==> config.mk <==
export PLATFORM = sky130hd
export DESIGN_NAME = keypad_matrix_edge_events
export DESIGN_NICKNAME = d
export VERILOG_FILES = /design/src/sv/kme_pkg.sv /design/src/sv/kme_front.sv /design/src/sv/kme_queue.sv /design/src/sv/kme_back.sv /design/src/sv/keypad_matrix_edge_events.sv
export SDC_FILE = /design/constraint.sdc
export NUM_CORES = 1
export LEC_CHECK = 0
export ABC_AREA = 1
export BUFFER_PORTS_ARGS = -buffer_cell sky130_fd_sc_hd__buf_4
export CORE_UTILIZATION = 40
export CTS_BUF_LIST = sky130_fd_sc_hd__clkbuf_16
export DETAILED_ROUTE_END_ITERATION = 10
export SLEW_MARGIN = 5
export SYNTH_ARGS = -nofsm -noshare
export SYNTH_HDL_FRONTEND = slang
export SYNTH_SLANG_ARGS = --single-unit
==> constraint.sdc <==
create_clock -name i_clk -period 2.89 [get_ports i_clk]
set_input_delay 0.1445 -clock i_clk [delete_from_list [all_inputs] [get_ports i_clk]]
set_output_delay 0.1445 -clock i_clk [all_outputs]
set_load 0.1 [all_outputs]
==> src/sv/kme_pkg.sv <==
package kme_pkg;

    localparam int KEY_SLOTS   = 16;
    localparam int KEY_W       = 4;
    localparam int MASK_WIDTH  = 4;
    localparam int COL_SEL_W   = 2;
    localparam int QUEUE_DEPTH = 4;
    localparam int QPTR_W      = 2;

    typedef enum logic {
        FUNC_IRQ    = 1'b0,
        FUNC_SAMPLE = 1'b1
    } t_func;

    typedef struct packed {
        logic [MASK_WIDTH-1:0] change;
        logic [MASK_WIDTH-1:0] closed;
        logic [KEY_W-1:0]      base;
    } t_job;

    typedef struct packed {
        logic push;
        t_job job;
    } t_qwr;

    typedef struct packed {
        logic empty;
        t_job job;
    } t_qrd;

endpackage

==> src/sv/kme_front.sv <==
module kme_front #(
    parameter int ROW_COUNT    = 4,
    parameter int COLUMN_COUNT = 4
) (
    input  logic                          i_clk,
    input  logic                          i_rst_n,
    input  logic                          i_cfg_wr_en,
    input  logic                          i_cfg_wr_data,
    input  logic                          push,
    input  logic                          i_func,
    input  logic [1:0]                    i_row_index,
    input  logic [kme_pkg::MASK_WIDTH-1:0] i_column_bits,
    input  logic                          i_read_ok,
    input  logic                          i_q_full,
    output kme_pkg::t_qwr                 o_qwr
);
    import kme_pkg::*;

    localparam int KSUM_W = $clog2(4 * COLUMN_COUNT + KEY_SLOTS);

    logic                  r_events_enabled;
    logic                  r_scan_pending;
    logic                  n_scan_pending;
    logic [KEY_SLOTS-1:0]  r_key_down;
    logic [KEY_SLOTS-1:0]  n_key_down;
    logic                  w_accept;
    logic                  w_row_ok;
    logic                  w_apply;
    logic [KSUM_W-1:0]     w_key [MASK_WIDTH];
    logic [KEY_W-1:0]      w_key4 [MASK_WIDTH];
    logic [MASK_WIDTH-1:0] w_change;

    assign w_accept = push && !i_q_full;
    assign w_row_ok = int'(i_row_index) < ROW_COUNT;
    assign w_apply  = w_accept && (t_func'(i_func) == FUNC_SAMPLE) && r_scan_pending
                      && i_read_ok && w_row_ok;

    // per-column key number and change detect
    always_comb begin
        for (int j = 0; j < MASK_WIDTH; j++) begin
            w_key[j]  = KSUM_W'(j) + KSUM_W'(i_row_index) * KSUM_W'(COLUMN_COUNT);
            w_key4[j] = w_key[j][KEY_W-1:0];
            w_change[j] = (j < COLUMN_COUNT) && (w_key[j] < KSUM_W'(KEY_SLOTS))
                          && (i_column_bits[j] != r_key_down[w_key4[j]]);
        end
    end

    always_comb begin
        n_key_down     = r_key_down;
        n_scan_pending = r_scan_pending;
        if (w_accept) begin
            if (t_func'(i_func) == FUNC_IRQ) begin
                if (r_events_enabled) begin
                    n_scan_pending = 1'b1;
                end
            end else if (r_scan_pending) begin
                if (!i_read_ok) begin
                    n_scan_pending = 1'b0;
                end else if (w_row_ok) begin
                    for (int j = 0; j < MASK_WIDTH; j++) begin
                        if (w_change[j]) begin
                            n_key_down[w_key4[j]] = i_column_bits[j];
                        end
                    end
                    if (int'(i_row_index) == ROW_COUNT - 1) begin
                        n_scan_pending = 1'b0;
                    end
                end
            end
        end
    end

    always_ff @(posedge i_clk) begin
        if (!i_rst_n) begin
            r_events_enabled <= 1'b0;
            r_scan_pending   <= 1'b0;
            r_key_down       <= '0;
        end else begin
            if (i_cfg_wr_en) begin
                r_events_enabled <= i_cfg_wr_data;
            end
            r_scan_pending <= n_scan_pending;
            r_key_down     <= n_key_down;
        end
    end

    assign o_qwr.push       = w_apply && (w_change != '0);
    assign o_qwr.job.change = w_change;
    assign o_qwr.job.closed = i_column_bits;
    assign o_qwr.job.base   = w_key4[0];

endmodule

==> src/sv/kme_queue.sv <==
module kme_queue (
    input  logic          i_clk,
    input  logic          i_rst_n,
    input  kme_pkg::t_qwr i_qwr,
    input  logic          i_pop,
    output logic          o_full,
    output kme_pkg::t_qrd o_qrd
);
    import kme_pkg::*;

    t_job              r_mem [QUEUE_DEPTH];
    logic [QPTR_W-1:0] r_wr_ptr;
    logic [QPTR_W-1:0] r_rd_ptr;
    logic [QPTR_W:0]   r_count;
    logic              w_push;
    logic              w_pop;

    assign o_full      = r_count == (QPTR_W+1)'(QUEUE_DEPTH);
    assign o_qrd.empty = r_count == '0;
    assign o_qrd.job   = r_mem[r_rd_ptr];
    assign w_push      = i_qwr.push && !o_full;
    assign w_pop       = i_pop && !o_qrd.empty;

    always_ff @(posedge i_clk) begin
        if (w_push) begin
            r_mem[r_wr_ptr] <= i_qwr.job;
        end
    end

    always_ff @(posedge i_clk) begin
        if (!i_rst_n) begin
            r_wr_ptr <= '0;
            r_rd_ptr <= '0;
            r_count  <= '0;
        end else begin
            if (w_push) begin
                r_wr_ptr <= r_wr_ptr + 1'b1;
            end
            if (w_pop) begin
                r_rd_ptr <= r_rd_ptr + 1'b1;
            end
            if (w_push && !w_pop) begin
                r_count <= r_count + 1'b1;
            end else if (w_pop && !w_push) begin
                r_count <= r_count - 1'b1;
            end
        end
    end

endmodule

==> src/sv/kme_back.sv <==
module kme_back (
    input  logic                   i_clk,
    input  logic                   i_rst_n,
    input  kme_pkg::t_qrd          i_qrd,
    output logic                   o_q_pop,
    output logic                   empty,
    input  logic                   pop,
    output logic [kme_pkg::KEY_W-1:0] o_key_index,
    output logic                   o_is_press,
    output logic                   o_last_event
);
    import kme_pkg::*;

    logic [MASK_WIDTH-1:0] r_done;
    logic                  r_out_valid;
    logic [MASK_WIDTH-1:0] w_remain;
    logic [MASK_WIDTH-1:0] w_sel;
    logic [COL_SEL_W-1:0]  w_col;
    logic                  w_found;
    logic                  w_advance;
    logic                  w_last;

    assign w_remain = i_qrd.job.change & ~r_done;

    // lowest remaining column first
    always_comb begin
        w_sel   = '0;
        w_col   = '0;
        w_found = 1'b0;
        for (int j = 0; j < MASK_WIDTH; j++) begin
            if (w_remain[j] && !w_found) begin
                w_found  = 1'b1;
                w_sel[j] = 1'b1;
                w_col    = COL_SEL_W'(j);
            end
        end
    end

    assign w_advance = !i_qrd.empty && (!r_out_valid || pop);
    assign w_last    = (w_remain & ~w_sel) == '0;
    assign o_q_pop   = w_advance && w_last;
    assign empty     = !r_out_valid;

    always_ff @(posedge i_clk) begin
        if (w_advance) begin
            o_key_index  <= i_qrd.job.base + KEY_W'(w_col);
            o_is_press   <= i_qrd.job.closed[w_col];
            o_last_event <= w_last;
        end
    end

    always_ff @(posedge i_clk) begin
        if (!i_rst_n) begin
            r_out_valid <= 1'b0;
            r_done      <= '0;
        end else begin
            if (w_advance) begin
                r_out_valid <= 1'b1;
                r_done      <= w_last ? '0 : (r_done | w_sel);
            end else if (pop) begin
                r_out_valid <= 1'b0;
            end
        end
    end

endmodule

==> src/sv/keypad_matrix_edge_events.sv <==
// keypad matrix scanner with interrupt gating and per-key edge events
// requests come in through push/full: func 0 is an interrupt edge that arms
// a scan when events are enabled, func 1 is a row sample with its column mask
// and read status. a request is taken on any cycle full is low, so one
// request per cycle is sustained while the event queue has room.
// each changed key of an accepted row sample becomes one event on the
// empty/pop side, lowest column first, with last_event on the final one.
// the event unit emits one event per cycle while the output is not stalled,
// so a sample with n changed keys (at most four) yields n events in turn; its
// job passes through the queue and then the output register before it shows.
// a four-entry job queue sits between sample decode and event output; it
// absorbs bursts and raises full only when four change jobs are waiting.
// when pop stays low the current event holds on the output ports and
// further jobs wait in the queue.
// synchronous reset clears the enable register, the pending flag, all key
// states (released), the job queue and the output stage.
// i_cfg_wr_en with i_cfg_wr_data writes the events-enabled bit; write it
// only while no events are outstanding.
module keypad_matrix_edge_events #(
    parameter int ROW_COUNT    = 4,
    parameter int COLUMN_COUNT = 4
) (
    input  logic       i_clk,
    input  logic       i_rst_n,
    input  logic       i_cfg_wr_en,
    input  logic       i_cfg_wr_data,
    input  logic       push,
    output logic       full,
    input  logic       i_func,
    input  logic [1:0] i_row_index,
    input  logic [3:0] i_column_bits,
    input  logic       i_read_ok,
    output logic       empty,
    input  logic       pop,
    output logic [3:0] o_key_index,
    output logic       o_is_press,
    output logic       o_last_event
);
    import kme_pkg::*;

    t_qwr w_qwr;
    t_qrd w_qrd;
    logic w_q_pop;

    kme_front #(
        .ROW_COUNT    (ROW_COUNT),
        .COLUMN_COUNT (COLUMN_COUNT)
    ) u_front (
        .i_clk         (i_clk),
        .i_rst_n       (i_rst_n),
        .i_cfg_wr_en   (i_cfg_wr_en),
        .i_cfg_wr_data (i_cfg_wr_data),
        .push          (push),
        .i_func        (i_func),
        .i_row_index   (i_row_index),
        .i_column_bits (i_column_bits),
        .i_read_ok     (i_read_ok),
        .i_q_full      (full),
        .o_qwr         (w_qwr)
    );

    kme_queue u_queue (
        .i_clk   (i_clk),
        .i_rst_n (i_rst_n),
        .i_qwr   (w_qwr),
        .i_pop   (w_q_pop),
        .o_full  (full),
        .o_qrd   (w_qrd)
    );

    kme_back u_back (
        .i_clk        (i_clk),
        .i_rst_n      (i_rst_n),
        .i_qrd        (w_qrd),
        .o_q_pop      (w_q_pop),
        .empty        (empty),
        .pop          (pop),
        .o_key_index  (o_key_index),
        .o_is_press   (o_is_press),
        .o_last_event (o_last_event)
    );

endmodule

## Word-level counts from Yosys, hierarchy flattened

Memory sizes are Yosys's and may differ from the RTL's. A register that Yosys moved wholly into a read port is not among the register bits.
Index checks and enable logic that the tools add are counted.

- Memories: 1
- Input port bits: 14
- Bits in registers: 36
- Bits in writable memories: 40

- Magnitude comparators: 13
- Eq/ne operators: 6
- Multiplexer cells: 61
- Reduce and logical (&&, ||, !) cells: 39
- Bitwise operators: 5
- Add/subtract/negate cells: 8

Memory list:

| memory | depth | width | rd ports | clocked after Yosys merged registers in | wr ports | line | source |
|---|---|---|---|---|---|---|---|
| u_queue.r_mem | 4 | 10 | 1 | 1 | 1 | kme_queue.sv:11 | `t_job r_mem [QUEUE_DEPTH];` |

Operator list:

| kind | number |
|---|---|
| 16-bit two-way mux | 16 |
| 16-bit bitwise mux | 4 |
| 4-bit by 5-bit less-than comparator with 1-bit output, second input constant | 5 |
| 1-bit two-way mux | 25 |
| 1-bit logical AND | 22 |
| 4-bit by 1-bit greater-or-equal comparator with 1-bit output, second input constant | 4 |
| 5-bit less-than comparator, second input constant | 3 |
| 1-bit binary-select mux with 4-bit select | 3 |
| 1-bit demux with 4-bit select | 3 |
| 2-bit by 4-bit adder with 5-bit output, first input constant | 2 |
| 4-bit bitwise AND | 2 |
| 1-bit zero test | 8 |
| 2-bit two-way mux | 4 |
| 4-bit NOT | 2 |
| 3-bit two-way mux | 2 |
| 2-bit nonzero test | 3 |
| 1-bit by 4-bit adder with 5-bit output, first input constant | 1 |
| 2-bit by 1-bit adder with 2-bit output, second input constant | 2 |
| 4-bit by 2-bit adder with 4-bit output | 1 |
| 1-bit binary-select mux with 2-bit select | 2 |
| 4-bit zero test | 1 |
| 4-bit two-way mux | 1 |
| 1-bit != test | 4 |
| 4-bit OR | 1 |
| other kinds (11) | 11 |

## Depth between registers and ports, before layout

Gate-level depths: netlist of run 1.

- Depth after elaboration: 24
- Gate-level depth with buffers: 18
- Gate-level depth less buffers: 18

## Cells and area by module

From an unflattened synthesis of run 1, not the netlist that was laid out.

- Cells, all modules: 437
- Area, all modules: 4141.5 um^2

Modules (own cells, without submodules):

| module | instances | sequential area each (um^2) | area an instance (um^2) | cells an instance |
|---|---|---|---|---|
| kme_queue | 1 | 1621.6 | 2282.2 | 186 |
| kme_front | 1 | 360.3 | 1228.7 | 181 |
| kme_back | 1 | 280.3 | 630.6 | 70 |

## Least setup slack after synthesis of run 1

No wires, ideal clock.

- Path type: reg-to-reg
- From: reg u_back.r_out_valid
- To: reg u_queue.r_count[1]
- Setup time: 0.120 ns
- Data required time: 2.770 ns
- Stages on the path, launching flop included: 11
- Slack: 0.274 ns
- Path buffers: 0
- Data arrival time: 2.495 ns
- Path through: dfxtp_1 > inv_1 > nor2_1 > a31o_2 > inv_1 > nand3_4 > ha_1 > inv_1 > fa_1 > o21ai_0 > a21oi_1

- Word-level cells in the longest chain between the ends: 8

Ends and longest elaborated chain:

| what | line | source |
|---|---|---|
| start, declared | kme_back.sv:15 | `logic r_out_valid;` |
| start signal, assigned | kme_back.sv:54 | `r_out_valid <= 1'b0;` |
| start signal, assigned | kme_back.sv:58 | `r_out_valid <= 1'b1;` |
| start signal, assigned | kme_back.sv:61 | `r_out_valid <= 1'b0;` |
| 1-bit zero test * | -- |  |
| named net empty | keypad_matrix_edge_events.sv:33 | `output logic empty,` |
| 1-bit logical OR * | kme_back.sv:39 | `assign w_advance = !i_qrd.empty && (!r_out_valid \|\| pop);` |
| 1-bit logical AND * | kme_back.sv:39 |  |
| named net u_back.w_advance | kme_back.sv:20 | `logic w_advance;` |
| 1-bit logical AND * | kme_back.sv:41 | `assign o_q_pop = w_advance && w_last;` |
| 1-bit logical AND * | kme_queue.sv:22 | `assign w_pop = i_pop && !o_qrd.empty;` |
| 1-bit zero test | kme_queue.sv:42 | `if (w_push && !w_pop) begin` |
| 1-bit logical AND | kme_queue.sv:42 |  |
| 3-bit two-way mux / 2-bit nonzero test (equally long branches) | -- |  |
| end signal, assigned | kme_queue.sv:43 | `r_count <= r_count + 1'b1;` |
| end signal, assigned | kme_queue.sv:45 | `r_count <= r_count - 1'b1;` |
| end, declared | kme_queue.sv:14 | `logic [QPTR_W:0] r_count;` |

The timed path passes the listed nets; every way through them passes the cells marked *.
A chain may end at the register's enable or synchronous reset.

==> results of run 1 <==
sequential cells by signal, indices dropped and copies added, names as in the netlist, named ones only:
name,flops
u_front.r_scan_pending,1
u_front.r_key_down,16
u_front.r_events_enabled,1
u_queue.r_wr_ptr,2
u_back.r_out_valid,1
u_back.o_is_press,1
u_queue.r_mem,40
u_queue.r_rd_ptr,2
u_queue.r_count,3
u_back.o_last_event,1
u_back.o_key_index,4
u_back.r_done,4
layer usage:
layer | vias to the layer above | global-route usage | share of wire
met2 | 42 | 0.275 | 0.49
met4 | 0 | 0.0448 | 0.0049
met1 | 1183 | 0.202 | 0.47
li1 | 1326 | - | -
met5 | - | 0 | 0
met3 | 2 | 0.0468 | 0.036
cell usage in the layout (no fill, tap or decap), types with 2 or more instances in the layout:
cell type   Yosys  final
nand2_1        68     68
inv_1          47     48
edfxtp_1       46     46
nor2_1         35     35
dfxtp_1        32     32
buf_4           1     30
o21ai_0        29     29
a21oi_1        27     27
nand3_1        16     16
nand2_2        15     15
clkbuf_16       0      9
nand3_2         8      8
inv_2           5      5
o21ai_1         5      5
nand2_4         5      5
ha_1            5      5
o22ai_1         4      4
nor2_4          3      3
nor2_2          3      3
a21oi_2         2      2
nand4_1         2      2
a31oi_1         2      2
clkinvlp_4      0      2
clkinv_2        0      2
final timing paths:
check / startpoint / end / slack [ns] / cells after the start
worst max-delay path: flip-flop / u_queue.r_count[2] / 0.37 / 13
worst min-delay path: i_column_bits[2] / u_queue.r_mem[0][4] / 0.06 / 1
worst max register to register: flip-flop / u_queue.r_count[2] / 0.37 / 13
worst min register to register: u_front.r_key_down[10] / u_front.r_key_down[10] / 0.46 / 2
synth_stat cells, types with 2 or more instances:
master / count / area share
nand2_1: 68 / 0.070
inv_1: 47 / 0.049
edfxtp_1: 46 / 0.38
nor2_1: 35 / 0.036
dfxtp_1: 32 / 0.18
o21ai_0: 29 / 0.040
a21oi_1: 27 / 0.037
nand3_1: 16 / 0.022
nand2_2: 15 / 0.026
nand3_2: 8 / 0.022
ha_1: 5 / 0.017
inv_2: 5 / 0.0052
nand2_4: 5 / 0.016
o21ai_1: 5 / 0.0069
buf_6: 4 / 0.012
o22ai_1: 4 / 0.0069
nor2_2: 3 / 0.0052
nor2_4: 3 / 0.0093
a21oi_2: 2 / 0.0048
a31oi_1: 2 / 0.0035
buf_2: 2 / 0.0028
clkbuf_1: 2 / 0.0021
nand4_1: 2 / 0.0035
logic make-up (layout without fill, tap and decap cells):
family	Yosys count	after routing	share of synthesized area
adders and majority gates	6	6	0.0228
and+or+nand+nor	160	160	0.227
xor gates and xnor gates	1	1	0.00242
AOI/OAI and AO/OA	75	75	0.115
buffers and inverters	62	100	0.0742
DFF	78	78	0.558
what timing repair did:
item,4_1_cts,5_1_grt
hold buffers,1,0
resized for setup,0,0
setup endpoints to repair,0,0
hold endpoints to repair,1,0
worst reg2reg max path, stage by stage, from the launching register on:
cell and delay (ns):
dfxtp_1 0.37, inv_2 0.21, buf_4 0.19, o21ai_1 0.09, a21oi_2 0.21, nand2_2 0.13, nand3_4 0.13, ha_1 0.16
inv_1 0.07, fa_1 0.37, a21oi_1 0.14, o21ai_0 0.11, o21ai_0 0.15, a21oi_1 0.06
stage by stage:
| stage | hold WS (ns) | utilization |
|---|---|---|
| after floorplan | 0.238 | - |
| after global placement | 0.329 | 0.447 |
| after detailed placement | 0.334 | 0.447 |
| after CTS | 0.0485 | 0.481 |
| after global routing | 0.0521 | 0.481 |
| final | 0.0589 | 0.481 |
report_power, final:
part | internal, uW | switching [uW] | total, uW
Sequential | 1260 | 27.7 | 1280
Clock | 663 | 412 | 1070
Combinational | 203 | 573 | 777
area by class of cell:
class	count	area (um^2)
Sequential cell	78	2020
Fill cell	839	4550
Inverter	53	199
Multi-Input combinational cell	242	1330
Timing Repair Buffer	31	235
Clock buffer	9	225
Tap cell	108	135
Clock inverter	7	67.6
==> metrics.txt, run 1 <==
clock skew 0.00572 ns; Leakage 0.00168 uW; diode count 0; CTS Buffer Depth 2; Pwr per Cell Area 744 mW/mm^2; CTS buffer count 9; HP Class in -> reg; WL/cell 13.1 um; DRC 0; Main synth FF type edfxtp_1; First-pass DRT Iterations 4; Worst Path Max Fanout 13; GPL Wtd Cong 0.824; f_max 0.397 GHz; CP delay by family, top compound AO/OA/AOI/OAI gates; Final Hold Viols 0; DP Area 0.00391 mm^2; RSZ-0062 raised after global routing false; register bit total from synthesis 78; Worst Tran Pin Value 0.438 ns; setup ws final 0.372 ns; share of the clock period used by the worst path 0.871; CTS tree yes; largest net degree at the start of global routing 20; Iteration-0 DRC Markers 118; Core Area 0.00876 mm^2; Antenna Violating Nets Remaining 0; H-tree levels 3; Place WS 0.377 ns; synthesis-to-layout area growth 16.4%; final WL 6900 um; IO Count 22; number of vias in the routed layout 2553; num rows 34; Max Cap Viol 0; critical path required time 3.09 ns; crit path max-delay cell type dfxtp_1; DP Wirelength 5030 um; placed cell count 511; Syn Std Cell Area 0.00362 mm^2; CP cell instances inv_2 -> buf_4 -> o21ai_1 -> a21oi_2 -> nand2_2 -> nand3_4 -> ha_1 -> inv_1 -> fa_1 -> a21oi_1 -> o21ai_0 -> o21ai_0 -> a21oi_1; Layout Cell Area excl Fill 0.00422 mm^2; Synthesized Nets 402; die span in x 97.2 um; setup bufs post-CTS 0; die area 0.00944 mm^2; Max Slew Vio Count 0; max incr delay on CP 0.37 ns; Post-synth ARST share 0; Buf+Inv Stages, Crit Path 3; IO buf count 21; GR Util All Layers 0.163; nets 435; status complete, no violations; CTS sink cnt 78; vias in the first global route 2503; Crit. End Element flip-flop; Relative slew margins 0.708; Cells after Synth 382; worst-skew pair later-pin latency 0.32 ns; global-route wire length before repair 12000 um; final cell count without fillers 528; antenna violations before repair 0; Pwr Total 3140 uW; Post-Syn Area per Cell 9.49 um^2; Min Clock Period, post-route 2.52 ns; Via density 4.84; Worst setup SP type flip-flop; Clock Tree Root clkbuf_16; post-synthesis sequential area ratio 0.558; Worst Path Arrival 2.72 ns; layout cells sized above 1 0.217; Yosys Warn Count 0; setup TNS 0 ns; grt total ovfl 0; Worst-path clk slew 0.06 ns; Crit Path Class reg -> reg; Vert. Die Dim 97.2 um; Post-synth EDFFs 46; Peak VDD IR 0.356 mV; Setup violations, final 0; Netlist cell types 38; Starting Density 0.413
Power figures use the tool's default switching activity.
==> inputs of run 2 (changes only) <==
--- a/config.mk
+++ b/config.mk
@@ -7,6 +7,7 @@
 export LEC_CHECK = 0
 export ABC_AREA = 1
 export BUFFER_PORTS_ARGS = -buffer_cell sky130_fd_sc_hd__buf_4
+export CORE_ASPECT_RATIO = 1.5
 export CORE_UTILIZATION = 40
 export CTS_BUF_LIST = sky130_fd_sc_hd__clkbuf_16
 export DETAILED_ROUTE_END_ITERATION = 10
==> metrics.txt, run 2 (synthesis gave the netlist of run 1 again) <==
critical path required time 3.11 ns; CTS buffer count 9; max reg flops 40; Max Cap Viol 0; Final Hold Viols 0; number of vias in the routed layout 2507; Via density 4.75; share of the clock period used by the worst path 0.874; largest net degree at the start of global routing 21; synthesis-to-layout area growth 16.5%; worst-skew pair later-pin latency 0.33 ns; f_max 0.396 GHz; hold depth 1; Worst setup SP type flip-flop; Worst Path Max Fanout 20; CTS Buffer Depth 2; Leakage 0.00168 uW; IO buf count 21; Min Clock Period, post-route 2.53 ns; First-pass DRT Iterations 4; vias in the first global route 2473; top flop regs u_queue.r_mem (40), u_front.r_key_down (16); setup bufs post-CTS 0; Iteration-0 DRC Markers 125; CP endpoint u_queue.r_count[2]; clock skew 0.00453 ns; layout cells sized above 1 0.211; Starting Density 0.410; GR Util All Layers 0.165; CTS tree yes; R2R Path End u_queue.r_count[2]; Core Area 0.00883 mm^2; nets 433; RSZ-0062 raised after global routing false; Worst-path clk slew 0.06 ns; Setup violations, final 0; Crit. End Element flip-flop; H-tree levels 3; Relative slew margins 0.695; Largest Register u_queue.r_mem; grt total ovfl 0; global-route wire length before repair 11700 um; DP Wirelength 5060 um; CP cell instances inv_2 -> nand2_1 -> nand3_1 -> nand3b_4 -> nor2_1 -> a21oi_4 -> nand3_4 -> ha_1 -> inv_1 -> fa_1 -> a21oi_1 -> o21ai_0 -> o21ai_0 -> a21oi_1; HP Class in -> reg; Pwr per Cell Area 754 mW/mm^2; setup TNS 0 ns; Antenna Violating Nets Remaining 0; fin util 0.478; CTS sink cnt 78; flop2flop setup slack 0.36 ns; diode count 0; Worst Tran Pin Value 0.457 ns; placed cell count 511; Crit Path Class reg -> reg; die span in x 79.7 um; r2r worst-path depth 14; highest-count cells in the layout ignoring fill and taps nand2_1, inv_1, edfxtp_1; Buf+Inv Stages, Crit Path 2; crit path max-delay cell type fa_1; GPL Wtd Cong 0.772; die area 0.00945 mm^2; final WL 6840 um; Vert. Die Dim 119 um; antenna violations before repair 0; WL/cell 13.0 um; Worst Path Arrival 2.74 ns; Peak VDD IR 0.385 mV; DRC 0; CP delay by family, top simple AND/OR/NAND/NOR gates; most common cell after layout, fill and taps aside nand2_1; critical path depth in cells 14; Max Slew Vio Count 0; num rows 42; final cell count without fillers 528; status complete, no violations; IO Count 22; max incr delay on CP 0.37 ns; Clock Tree Root clkbuf_16
[run 2: cell types whose count changed in the layout (fill, tap and decap cells not counted), sizes merged]
cell	previous run	this run
clkbuf	9	10
clkinv	4	5
buf	30	28
clkinvlp	2	1
inv	53	52
[run 2: routing by layer]
metal	vias up	GRT usage	part of all wire
met5	-	0	0
met4	0	0.100	0.024
met3	10	0.0386	0.031
met2	41	0.277	0.53
met1	1133	0.184	0.42
li1	1323	-	-
[run 2: area by class of cell]
cell class              count  area [um^2]
clock buffers              10          250
repair buffers             29          220
well taps                 110          138
flip-flops and latches     78         2020
clock inverters             6         58.8
multi-input cells         242         1330
fillers                   838         4610
inverters                  53          199
[run 2: power breakdown]
| part | internal, uW | leakage (uW) | switching (uW) |
|---|---|---|---|
| combinational | 196 | 0.000854 | 562 |
| clock | 714 | 0.000149 | 427 |
| sequential | 1260 | 0.000674 | 27.6 |
[run 2: timing repair]
action / in CTS / in global routing
hold buffers: 1 / 0
endpoints found under the setup margin: 0 / 0
resized for setup: 0 / 0
endpoints found under the hold margin: 1 / 0
[run 2: how the worst min path moves through the flow]
| stage | endpoint | startpoint |
|---|---|---|
| after floorplan | u_front.r_events_enabled | i_cfg_wr_en |
| after global placement | u_front.r_events_enabled | i_cfg_wr_en |
| after detailed placement | u_front.r_events_enabled | i_cfg_wr_en |
| after CTS | u_queue.r_mem[2][5] | i_column_bits[3] |
| after global routing | u_queue.r_mem[2][5] | i_column_bits[3] |
| final | u_queue.r_mem[0][5] | i_column_bits[3] |
[run 2: stage by stage]
step	instance area [um^2]	total power [uW]	setup WS [ns]	hold WS, ns
3_5_place_dp	3900	2070	0.404	0.339
3_3_place_gp	3900	2070	0.451	0.335
5_1_grt	4220	3330	0.107	0.0412
2_1_floorplan	3620	1910	0.274	0.238
4_1_cts	4220	3220	0.379	0.0458
6_report	4220	3180	0.365	0.0482
==> inputs of run 3 (changes only) <==
--- a/config.mk
+++ b/config.mk
@@ -11,7 +11,7 @@
 export CORE_UTILIZATION = 40
 export CTS_BUF_LIST = sky130_fd_sc_hd__clkbuf_16
 export DETAILED_ROUTE_END_ITERATION = 10
-export SLEW_MARGIN = 5
+export SLEW_MARGIN = 0
 export SYNTH_ARGS = -nofsm -noshare
 export SYNTH_HDL_FRONTEND = slang
 export SYNTH_SLANG_ARGS = --single-unit
==> constraint.sdc (replaced) <==
create_clock -name i_clk -period 3.2 [get_ports i_clk]
set_input_delay 0.16 -clock i_clk [delete_from_list [all_inputs] [get_ports i_clk]]
set_output_delay 0.16 -clock i_clk [all_outputs]
set_load 0.1 [all_outputs]
==> metrics.txt, run 3 (synthesis gave the netlist of run 1 again) <==
status complete, no violations; critical path depth in cells 13; CTS tree yes; Buf+Inv Stages, Crit Path 2; Setup violations, final 0; Worst setup SP type flip-flop; Most Used Layer, Global Route met2; num rows 42; DP Wirelength 5090 um; final WL 7170 um; post-cts resize count 0; Worst Path Max Fanout 11; Vert. Die Dim 119 um; highest-count cells in the layout ignoring fill and taps nand2_1, inv_1, edfxtp_1; Worst Path Arrival 2.81 ns; CP cell instances inv_2 -> nand3_1 -> nand3b_4 -> nor2_1 -> a21oi_4 -> nand3_4 -> ha_1 -> inv_1 -> fa_1 -> a21oi_1 -> o21ai_0 -> o21ai_0 -> a21oi_1; WL/cell 13.6 um; Core Area 0.00883 mm^2; Max Cap Viol 0; worst-skew pair later-pin latency 0.34 ns; Comb pwr share 0.229; sequential power share 0.388; number of vias in the routed layout 2577; largest net degree at the start of global routing 21; placed cell count 508; hold depth 3; Pwr per Cell Area 707 mW/mm^2; most common cell after layout, fill and taps aside nand2_1; hold slack 0.0578 ns; IO buf count 21; Clock Tree Root clkbuf_16; Iteration-0 DRC Markers 130; layout cells sized above 1 0.202; HP Class in -> reg; Worst-path clk slew 0.06 ns; IO Count 22; global-route wire length before repair 12400 um; Place WS 0.616 ns; DP Area 0.00388 mm^2; r2r worst-path depth 13; die span in x 79.7 um; die area 0.00945 mm^2; Leakage 0.00168 uW; Post-CTS Hold Buffers 1; First-pass DRT Iterations 5; Layout Cell Area excl Fill 0.00422 mm^2; fillers 846; Crit. End Element flip-flop; setup bufs post-CTS 0; Antenna Violating Nets Remaining 0; RSZ-0062 raised after global routing false; Peak VDD IR 0.371 mV; Largest Register u_queue.r_mem; nets 430; grt total ovfl 0; Relative slew margins 0.417; Sw Ratio 0.311; Final Hold Viols 0; CTS buffer count 9; synthesis-to-layout area growth 16.5%; setup ws final 0.618 ns; DRC 0; M2 GR Usage 0.308; final cell count without fillers 525; Worst Tran Pin Value 0.872 ns; setup TNS 0 ns; Starting Density 0.410; crit path max-delay cell type dfxtp_1; CTS sink cnt 78; top flop regs u_queue.r_mem (40), u_front.r_key_down (16); switching pwr 928 uW; Min Clock Period, post-route 2.58 ns; global-route met3 utilization 0.0425; Crit Path Class reg -> reg; f_max 0.387 GHz; vias in the first global route 2645; antenna violations before repair 0; max reg flops 40; Via density 4.91; Max Slew Vio Count 0; Clock Power Share 0.383; diode count 0; cell-internal power 2050 uW; GR Util All Layers 0.177; share of the clock period used by the worst path 0.807; grt met1 use 0.192; clock skew 0.00602 ns; GPL Wtd Cong 0.815; critical path required time 3.42 ns; CTS Buffer Depth 2; max incr delay on CP 0.53 ns; H-tree levels 3; CP delay by family, top simple AND/OR/NAND/NOR gates
[run 3: cell type report]
class	count	area [um^2]	share of cell area
clock buffers	9	225	0.0534
inverters	53	199	0.0471
multi-input cells	242	1330	0.316
repair buffers	26	198	0.0468
clock inverters	7	106	0.0252
well taps	110	138	0.0326
flip-flops and latches	78	2020	0.479
[run 3: stage by stage]
step | util | power (uW)
floorplan | - | 1730
global placement | 0.439 | 1860
detailed placement | 0.439 | 1870
CTS | 0.478 | 3010
global route | 0.478 | 3110
finish | 0.478 | 2980
[run 3: path summary, 6_finish.rpt]
kind / startpoint / endpoint / slack, ns
worst min register to register: u_front.r_key_down[10] / u_front.r_key_down[10] / 0.45
worst max register to register: flip-flop / u_queue.r_count[2] / 0.62
worst min-delay path: i_cfg_wr_data / u_front.r_events_enabled / 0.06
worst max-delay path: flip-flop / u_queue.r_count[2] / 0.62
[run 3: power groups by stage]
| stage | registers (uW) | clock network (uW) | logic [uW] |
|---|---|---|---|
| after floorplan | 1370 | 0 | 358 |
| final | 1160 | 1140 | 683 |
| after CTS | 1160 | 1160 | 691 |
| after global routing | 1170 | 1200 | 738 |
| after global placement | 1180 | 0 | 681 |
| after detailed placement | 1180 | 0 | 687 |
[run 3: per-layer routing]
metal  share of wire  vias to the layer above  routed length, um
met3           0.027                       19                196
li1                -                     1320                  -
met4           0.035                        0                250
met1            0.41                     1196               2930
met2            0.53                       42               3790
met5               0                        -                  0
[run 3: worst reg2reg max path, delay by kind of cell, from the launching register on]
kind	cells	cell delay (ns)
AO/OA/AOI/OAI	5	0.52
adder cells (fa/ha/maj)	2	0.55
buffers and inverters	2	0.25
flip-flops	1	0.53
AND/OR/NAND/NOR	4	0.61
